$ cat src/design/avs_pkg.sv
package avs_pkg;

  localparam int unsigned CfgWidth   = 16;
  localparam int unsigned CfgIdxW    = 2;
  localparam int unsigned TimeW      = 32;
  localparam int unsigned SpeedW     = 16;
  localparam int unsigned LimitW     = 15;
  localparam int unsigned MissionW   = 4;

  localparam logic [15:0] ReadyDelayReset = 16'd5000;
  localparam logic [15:0] BrakeHoldReset  = 16'd15000;
  localparam logic [14:0] StopLimitReset  = 15'd2560;

  localparam logic [3:0] MissionNone   = 4'd0;
  localparam logic [3:0] MissionManual = 4'd10;

  typedef enum logic [2:0] {
    ST_OFF      = 3'd0,
    ST_READY    = 3'd1,
    ST_DRIVING  = 3'd2,
    ST_BRAKE    = 3'd3,
    ST_FINISHED = 3'd4
  } drive_state_t;

  typedef enum logic [2:0] {
    MODE_UPDATE = 3'd0,
    MODE_SELECT = 3'd1,
    MODE_BRAKE  = 3'd2,
    MODE_FINISH = 3'd3,
    MODE_GO     = 3'd4,
    MODE_RESET  = 3'd5
  } mode_t;

  typedef enum logic [1:0] {
    REG_READY_DELAY = 2'd0,
    REG_BRAKE_HOLD  = 2'd1,
    REG_STOP_LIMIT  = 2'd2
  } reg_idx_t;

  typedef struct packed {
    logic [2:0]               mode;
    logic [TimeW-1:0]         now_ms;
    logic [MissionW-1:0]      mission_code;
    logic signed [SpeedW-1:0] speed_rear_left;
    logic signed [SpeedW-1:0] speed_rear_right;
    logic signed [SpeedW-1:0] speed_front_left;
    logic signed [SpeedW-1:0] speed_front_right;
  } event_t;

  typedef struct packed {
    logic [15:0] ready_delay_ms;
    logic [15:0] brake_hold_ms;
    logic [14:0] stop_speed_limit;
  } cfg_t;

  typedef struct packed {
    logic                accepted;
    logic [2:0]          drive_state;
    logic [MissionW-1:0] active_mission;
    logic                finish_flag;
    logic                brake_flag;
    logic                go_flag;
    logic                may_drive;
  } result_t;

endpackage

$ cat src/design/avs_in_stage.sv
module avs_in_stage
  import avs_pkg::*;
(
  input  logic   clk,
  input  logic   rst,
  input  logic   in_valid,
  output logic   in_stall,
  input  event_t ev_in,
  input  logic   take,
  output logic   s1_valid,
  output event_t ev
);

  logic s1_valid_next;
  logic load;

  assign in_stall = s1_valid && !take;
  assign load     = in_valid && !in_stall;

  always_comb begin
    if (load) begin
      s1_valid_next = 1'b1;
    end else if (take) begin
      s1_valid_next = 1'b0;
    end else begin
      s1_valid_next = s1_valid;
    end
  end

  always_ff @(posedge clk) begin
    if (rst) begin
      s1_valid <= 1'b0;
    end else begin
      s1_valid <= s1_valid_next;
    end
  end

  // payload, no reset
  always_ff @(posedge clk) begin
    if (load) begin
      ev <= ev_in;
    end
  end

endmodule

$ cat src/design/avs_ctrl.sv
module avs_ctrl
  import avs_pkg::*;
(
  input  logic    clk,
  input  logic    rst,
  input  logic    fire,
  input  event_t  ev,
  input  cfg_t    cfg,
  output result_t res
);

  drive_state_t        state, state_next;
  logic [MissionW-1:0] mission, mission_next;
  logic                finish_req, finish_req_next;
  logic                brake_req, brake_req_next;
  logic                go_req, go_req_next;
  logic [TimeW-1:0]    ready_stamp, ready_stamp_next;
  logic [TimeW-1:0]    brake_stamp, brake_stamp_next;
  logic                acc;

  logic [TimeW-1:0]         ready_age, brake_age;
  logic                     ready_done, brake_done;
  logic signed [SpeedW-1:0] lim;
  logic                     speeds_low;

  assign ready_age  = ev.now_ms - ready_stamp;
  assign brake_age  = ev.now_ms - brake_stamp;
  assign ready_done = ready_age >= {{(TimeW-16){1'b0}}, cfg.ready_delay_ms};
  assign brake_done = brake_age >= {{(TimeW-16){1'b0}}, cfg.brake_hold_ms};
  assign lim        = $signed({1'b0, cfg.stop_speed_limit});
  assign speeds_low = (ev.speed_rear_left <= lim) && (ev.speed_rear_right <= lim) &&
                      (ev.speed_front_left <= lim) && (ev.speed_front_right <= lim);

  always_comb begin
    state_next       = state;
    mission_next     = mission;
    finish_req_next  = finish_req;
    brake_req_next   = brake_req;
    go_req_next      = go_req;
    ready_stamp_next = ready_stamp;
    brake_stamp_next = brake_stamp;
    acc              = 1'b0;

    unique case (mode_t'(ev.mode))
      MODE_UPDATE: begin
        unique case (state)
          ST_OFF: begin
            if (mission != MissionNone) begin
              state_next       = ST_READY;
              ready_stamp_next = ev.now_ms;
              acc              = 1'b1;
            end
          end
          ST_READY: begin
            priority if (brake_req) begin
              state_next       = ST_BRAKE;
              brake_stamp_next = ev.now_ms;
              acc              = 1'b1;
            end else if (go_req && ready_done) begin
              state_next = ST_DRIVING;
              acc        = 1'b1;
            end else begin
            end
          end
          ST_DRIVING: begin
            priority if (brake_req) begin
              state_next       = ST_BRAKE;
              brake_stamp_next = ev.now_ms;
              acc              = 1'b1;
            end else if (finish_req) begin
              acc = 1'b1;
              if (speeds_low) begin
                state_next = ST_FINISHED;
              end else begin
                state_next       = ST_BRAKE;
                brake_stamp_next = ev.now_ms;
              end
            end else begin
            end
          end
          ST_BRAKE: begin
            if (brake_done) begin
              state_next      = ST_OFF;
              mission_next    = MissionNone;
              finish_req_next = 1'b0;
              brake_req_next  = 1'b0;
              go_req_next     = 1'b0;
              acc             = 1'b1;
            end
          end
          default: begin
          end
        endcase
      end
      MODE_SELECT: begin
        if (ev.mission_code != MissionNone && ev.mission_code <= MissionManual &&
            mission == MissionNone) begin
          mission_next = ev.mission_code;
          acc          = 1'b1;
        end
      end
      MODE_BRAKE: begin
        if (state == ST_READY || state == ST_DRIVING) begin
          brake_req_next = 1'b1;
          acc            = 1'b1;
        end
      end
      MODE_FINISH: begin
        if (state == ST_DRIVING) begin
          finish_req_next = 1'b1;
          acc             = 1'b1;
        end
      end
      MODE_GO: begin
        if (state == ST_READY) begin
          go_req_next = 1'b1;
          acc         = 1'b1;
        end
      end
      MODE_RESET: begin
        state_next      = ST_OFF;
        mission_next    = MissionNone;
        finish_req_next = 1'b0;
        brake_req_next  = 1'b0;
        go_req_next     = 1'b0;
        acc             = 1'b1;
      end
      default: begin
        // modes six and seven: no effect
      end
    endcase

    res.accepted       = acc;
    res.drive_state    = state_next;
    res.active_mission = mission_next;
    res.finish_flag    = finish_req_next;
    res.brake_flag     = brake_req_next;
    res.go_flag        = go_req_next;
    res.may_drive      = (state_next == ST_DRIVING) || (mission_next == MissionManual);
  end

  always_ff @(posedge clk) begin
    if (rst) begin
      state       <= ST_OFF;
      mission     <= MissionNone;
      finish_req  <= 1'b0;
      brake_req   <= 1'b0;
      go_req      <= 1'b0;
      ready_stamp <= '0;
      brake_stamp <= '0;
    end else if (fire) begin
      state       <= state_next;
      mission     <= mission_next;
      finish_req  <= finish_req_next;
      brake_req   <= brake_req_next;
      go_req      <= go_req_next;
      ready_stamp <= ready_stamp_next;
      brake_stamp <= brake_stamp_next;
    end
  end

  a_reset_event: assert property (@(posedge clk) disable iff (rst)
    fire && ev.mode == MODE_RESET |=>
      state == ST_OFF && mission == MissionNone && !finish_req && !brake_req && !go_req)
    else $error("reset event left state behind");

  a_finish_from_driving: assert property (@(posedge clk) disable iff (rst)
    fire && state != ST_DRIVING && state != ST_FINISHED |=> state != ST_FINISHED)
    else $error("finished reached from a state other than driving");

  a_requests_hold_state: assert property (@(posedge clk) disable iff (rst)
    fire && ev.mode != MODE_UPDATE && ev.mode != MODE_RESET |=> state == $past(state))
    else $error("request event changed drive state");

  a_idle_holds: assert property (@(posedge clk) disable iff (rst)
    !fire |=> $stable(state) && $stable(mission) && $stable(brake_stamp))
    else $error("state moved without an event");

endmodule

$ cat src/design/avs_out_stage.sv
module avs_out_stage
  import avs_pkg::*;
(
  input  logic    clk,
  input  logic    rst,
  input  logic    load,
  input  result_t res_in,
  output logic    room,
  output logic    out_valid,
  input  logic    out_stall,
  output result_t res
);

  logic out_valid_next;

  assign room = !out_valid || !out_stall;

  always_comb begin
    if (load) begin
      out_valid_next = 1'b1;
    end else if (!out_stall) begin
      out_valid_next = 1'b0;
    end else begin
      out_valid_next = out_valid;
    end
  end

  always_ff @(posedge clk) begin
    if (rst) begin
      out_valid <= 1'b0;
    end else begin
      out_valid <= out_valid_next;
    end
  end

  always_ff @(posedge clk) begin
    if (load) begin
      res <= res_in;
    end
  end

endmodule

$ cat src/design/autonomous_vehicle_supervisor_fsm.sv
// Channel  Direction  Handshake            Payload
// in       request    in_valid / in_stall  mode, now_ms, mission_code, four wheel speeds
// out      result     out_valid / out_stall accepted, drive_state, active_mission, flags
// cfg      write      cfg_we               cfg_index (0..2), cfg_data (16 bit)
//
// One event per cycle sustained while out_stall is low; a request waits in the input register
// until the result register has room, and its result is then loaded there.
// The input register feeds the transition logic, whose answer lands in the result
// register in the same cycle the supervisor state updates.
// rst is synchronous: state off, no mission, requests clear, stamps zero, config
// back to 5000 / 15000 / 2560.
// A stalled result holds; one more request is taken into the input register meanwhile.
module autonomous_vehicle_supervisor_fsm
  import avs_pkg::*;
(
  input  logic                     clk,
  input  logic                     rst,
  // request channel
  input  logic                     in_valid,
  output logic                     in_stall,
  input  logic [2:0]               mode,
  input  logic [TimeW-1:0]         now_ms,
  input  logic [MissionW-1:0]      mission_code,
  input  logic signed [SpeedW-1:0] speed_rear_left,
  input  logic signed [SpeedW-1:0] speed_rear_right,
  input  logic signed [SpeedW-1:0] speed_front_left,
  input  logic signed [SpeedW-1:0] speed_front_right,
  // result channel
  output logic                     out_valid,
  input  logic                     out_stall,
  output logic                     accepted,
  output logic [2:0]               drive_state,
  output logic [MissionW-1:0]      active_mission,
  output logic                     finish_flag,
  output logic                     brake_flag,
  output logic                     go_flag,
  output logic                     may_drive,
  // configuration writes
  input  logic                     cfg_we,
  input  logic [CfgIdxW-1:0]       cfg_index,
  input  logic [CfgWidth-1:0]      cfg_data
);

  event_t  ev_in, ev;
  cfg_t    cfg;
  result_t res_core, res;
  logic    s1_valid;
  logic    room;
  logic    take;

  assign ev_in.mode              = mode;
  assign ev_in.now_ms            = now_ms;
  assign ev_in.mission_code      = mission_code;
  assign ev_in.speed_rear_left   = speed_rear_left;
  assign ev_in.speed_rear_right  = speed_rear_right;
  assign ev_in.speed_front_left  = speed_front_left;
  assign ev_in.speed_front_right = speed_front_right;

  // the request in the input register is worked whenever the result register has room
  assign take = s1_valid && room;

  // configuration registers; index three is dropped
  always_ff @(posedge clk) begin
    if (rst) begin
      cfg.ready_delay_ms   <= ReadyDelayReset;
      cfg.brake_hold_ms    <= BrakeHoldReset;
      cfg.stop_speed_limit <= StopLimitReset;
    end else if (cfg_we) begin
      unique case (reg_idx_t'(cfg_index))
        REG_READY_DELAY: cfg.ready_delay_ms   <= cfg_data;
        REG_BRAKE_HOLD:  cfg.brake_hold_ms    <= cfg_data;
        REG_STOP_LIMIT:  cfg.stop_speed_limit <= cfg_data[LimitW-1:0];
        default: begin
        end
      endcase
    end
  end

  avs_in_stage u_in (
    .clk      (clk),
    .rst      (rst),
    .in_valid (in_valid),
    .in_stall (in_stall),
    .ev_in    (ev_in),
    .take     (take),
    .s1_valid (s1_valid),
    .ev       (ev)
  );

  avs_ctrl u_ctrl (
    .clk  (clk),
    .rst  (rst),
    .fire (take),
    .ev   (ev),
    .cfg  (cfg),
    .res  (res_core)
  );

  avs_out_stage u_out (
    .clk       (clk),
    .rst       (rst),
    .load      (take),
    .res_in    (res_core),
    .room      (room),
    .out_valid (out_valid),
    .out_stall (out_stall),
    .res       (res)
  );

  assign accepted       = res.accepted;
  assign drive_state    = res.drive_state;
  assign active_mission = res.active_mission;
  assign finish_flag    = res.finish_flag;
  assign brake_flag     = res.brake_flag;
  assign go_flag        = res.go_flag;
  assign may_drive      = res.may_drive;

endmodule
$ cat config.mk
export PLATFORM = sky130hd
export DESIGN_NAME = autonomous_vehicle_supervisor_fsm
export DESIGN_NICKNAME = d
export VERILOG_FILES = /design/src/design/avs_pkg.sv /design/src/design/avs_in_stage.sv /design/src/design/avs_ctrl.sv /design/src/design/avs_out_stage.sv /design/src/design/autonomous_vehicle_supervisor_fsm.sv
export SDC_FILE = /design/constraint.sdc
export NUM_CORES = 1
export LEC_CHECK = 0
export BUFFER_PORTS_ARGS = -buffer_cell sky130_fd_sc_hd__buf_2
export CORE_MARGIN = 2
export CORE_UTILIZATION = 57
export DETAILED_ROUTE_END_ITERATION = 10
export PLACE_DENSITY_LB_ADDON = 0.05
export SLEW_MARGIN = 20
export SYNTH_ARGS = -nofsm -noshare
export SYNTH_HDL_FRONTEND = slang
export SYNTH_SLANG_ARGS = --single-unit
$ cat constraint.sdc
create_clock -name clk -period 7.02 [get_ports clk]
set_clock_uncertainty 0.1 [all_clocks]
set_input_delay 0.702 -clock clk [delete_from_list [all_inputs] [get_ports clk]]
set_output_delay 0.702 -clock clk [all_outputs]
set_load 0.01 [all_outputs]
==> flow_metrics.tcl <==
set metrics [dict create \
    yosysWarnings 0 \
    diodes 0 \
    initial_utilization 0.5791 \
    drv_slew 0 \
    die-area_um2 27720 \
    hold_viol 0 \
    cts_max_level 1 \
    r2r_slack_ns 1.33 \
    drc 0 \
    syn2layout_area_growth_pct 11.67 \
    ctsHoldBuffers 0 \
    routedWlPerCell_um 17.89 \
    cp-start-kind "flip-flop" \
    synth_cells 1688 \
    vias_per_cell 5.921 \
    dieWidth_um 166.5 \
    antenna_left 0 \
    clk_pin_slew_ns 0.06 \
    power-per-cell-area_nw_per_um2 200.3 \
    relSlewSlack 0.2395 \
    hold_depth 1 \
    timing.rr.start "u_in.ev[68]$_DFFE_PP_" \
    cts_num_sinks 238 \
    vias 12750 \
    hold_end "u_in.ev[74]$_DFFE_PP_" \
    r2r_end "u_out.res[0]$_DFFE_PP_" \
    hp-class "primary input to flip-flop" \
    rows 59 \
    post_cts_resized 0 \
    drive_above_1_share 0.1215 \
    ys_ff_latch 238 \
    clk_path_buf_depth 3 \
    maxCapViolations 0 \
    peakVddDrop_uv 212.7 \
    rsz0062_at_grt "no" \
    drt-initial-drc-count 1026 \
    fmax_ghz 0.1759 \
    grt_overflow 0 \
    ys.flop_type "dfxtp_1" \
    fin_crit_sh 0.8100 \
    numCtsBuffers 26 \
    syn_nets 1970 \
    cts_root_buffer "clkbuf_16" \
    gp_congestion 0.9344 \
    setup.worst_path.class "flip-flop to flip-flop" \
    antenna_found_initial 0 \
    period_needed_ns 5.686 \
    postCtsSetupRepairBufs 0 \
    syn_area_um2 15050 \
    holdCritStartpoint "now_ms[6]" \
    cts_tree "done" \
    leakage_nw 6.509 \
    stdcell_count 2154 \
    layout.nets 2081 \
    fin_tns_setup_ns 0 \
    setup_viol 0 \
    clk_latency_ns 0.55 \
    pin_count 140 \
    hpwlAfterDp_um 29320 \
    arrival_ns 5.87 \
    run_status "complete, no violations" \
    dr.pass1.iters 5 \
    synth_cell_types 89 \
    finalWirelength_um 38540 \
    async_flop_share 0 \
    ys_seq_area_frac 0.3931 \
    grt_max_degree 104 \
    grt_pass1_vias 11910 \
    synth_edf_count 115 \
    worst_pin_slew_ns 1.112 \
    synth_area_per_cell_um2 8.915 \
    cp_max_fo 3 \
    core_um2 25980 \
    rr_worst_depth 21 \
    grt_pass1_wl_um 61980 \
    cp.required_ns 7.20 \
    place_inst 2105 \
    cp-end-kind "flip-flop" \
    fp.dieH_um 166.5 \
    groute.usage.overall 0.2739 \
    port_buffers 139 \
]
final cells by class:
cell class	count	area, µm²
clock buffer	40	743.2
clock inverter	8	71.32
fill	2279	9180
inverter	131	491.7
multi-input combinational	1256	8401
sequential	238	5916
tap	335	419.2
timing repair buffer	146	763.2
synthesized netlist by cell type, drive strengths merged (10+ instances only):
cell	n	area, µm²
o211ai	10	75.07
mux2i	36	360.4
dfxtp	123	2462
or3	14	92.59
nand2b	18	112.6
and3	10	62.56
nor3	31	155.2
o21a	21	157.7
a211oi	18	140.1
clkbuf	50	187.7
and2	12	75.07
a2111oi	10	106.4
buf	13	75.06
a21o	38	285.3
xor2	13	113.9
nand2	220	828.3
nand4	37	231.5
a21oi	184	928.4
nor2b	20	132.6
o21ai	72	371.6
edfxtp	115	3453
nor2	133	499.2
ha	154	1927
nand3	24	120.1
inv	131	491.7
a31oi	10	62.56
nor4	11	75.07
xnor2	22	192.7
a211o	21	183.9
cell usage in the layout, fill, tap and decap left out, types with 23 or more instances in the layout:
cell | synthesis | final
o21ai_0 | 67 | 67
inv_1 | 131 | 131
a21oi_1 | 182 | 182
ha_1 | 154 | 154
a21o_1 | 38 | 38
dfxtp_1 | 123 | 123
buf_2 | 9 | 138
edfxtp_1 | 115 | 115
clkbuf_16 | 0 | 26
nand2_1 | 219 | 219
nor3_1 | 31 | 30
mux2i_1 | 36 | 36
nand3_1 | 24 | 23
nor2_1 | 133 | 133
nand4_1 | 37 | 37
through the flow:
| step | util | hold WS, ns | power (W) | instance area, µm² | setup slack, ns |
|---|---|---|---|---|---|
| CTS | 0.6459 | 0.1992 | 0.003389 | 16780 | 1.344 |
| finish | 0.6467 | 0.2199 | 0.003367 | 16800 | 1.334 |
| global placement | 0.6146 | 0.3413 | 0.002084 | 15970 | 1.515 |
| detailed placement | 0.6146 | 0.3470 | 0.002093 | 15970 | 1.352 |
| floorplan | - | 0.3363 | 0.001934 | 15050 | 0.8494 |
| global route | 0.6467 | 0.2022 | 0.003513 | 16800 | 0.9395 |
worst max-delay path: stages, from the launching register on:
cell	delay (ns)
edfxtp_1	0.40
inv_1	0.10
ha_1	0.16
inv_1	0.05
fa_1	0.41
a211o_1	0.35
a211oi_1	0.34
or2_2	0.18
nand2b_1	0.05
a21oi_1	0.18
xnor2_1	0.14
ha_1	0.26
a21o_1	0.18
a211o_1	0.30
a211oi_1	0.20
a2111oi_0	0.24
or4b_2	0.72
nor4_1	0.34
a41oi_1	0.30
nor3_1	0.22
or4_1	0.14
o32ai_2	0.06
cell families after synthesis:
| group | Yosys count | synth area share |
|---|---|---|
| compound gates | 453 | 0.1957 |
| flops | 238 | 0.3931 |
| buf+inv | 194 | 0.05014 |
| fa+ha+maj | 156 | 0.1307 |
| mux | 39 | 0.02644 |
| simple gates | 573 | 0.1835 |
| xor+xnor | 35 | 0.02037 |
how the worst max path moves through the flow:
stage / startpoint / to / slack [ns] / cells after the start
6_report: u_in.ev[68]$_DFFE_PP_ / u_out.res[0]$_DFFE_PP_ / 1.33 / 21
5_1_grt: u_in.ev[68]$_DFFE_PP_ / u_out.res[0]$_DFFE_PP_ / 0.94 / 21
4_1_cts: u_in.ev[68]$_DFFE_PP_ / u_out.res[0]$_DFFE_PP_ / 1.34 / 21
3_5_place_dp: u_in.ev[68]$_DFFE_PP_ / u_out.res[0]$_DFFE_PP_ / 1.35 / 21
3_3_place_gp: u_in.ev[68]$_DFFE_PP_ / u_out.res[0]$_DFFE_PP_ / 1.51 / 21
2_1_floorplan: out_stall / u_in.ev[0]$_DFFE_PP_ / 0.85 / 2
sequential cells by signal, summed over array words and instances (netlist names):
name                count
u_ctrl.state            3
u_in.s1_valid           1
u_out.out_valid         1
u_out.res              12
u_ctrl.mission          4
u_ctrl.brake_stamp     32
u_in.ev               103
cfg                    47
u_ctrl.ready_stamp     32
u_ctrl.finish_req       1
u_ctrl.brake_req        1
u_ctrl.go_req           1
layer usage:
metal	track usage	vias up	part of all wire
li1	-	6323	-
met1	0.3921	5954	0.46
met2	0.4319	399	0.45
met3	0.03303	77	0.054
met4	0.09445	0	0.036
met5	0	-	0
power by group:
group | total [W] | internal [W] | switching, W | leakage, nW
combinational | 0.000526 | 0.000213 | 0.000313 | 4.00
sequential | 0.00155 | 0.00151 | 0.0000353 | 2.11
clock | 0.00129 | 0.000734 | 0.000559 | 0.396
total | 0.00337 | 0.00246 | 0.000907 | 6.51
Note: power is estimated with default switching activity, not from simulation.
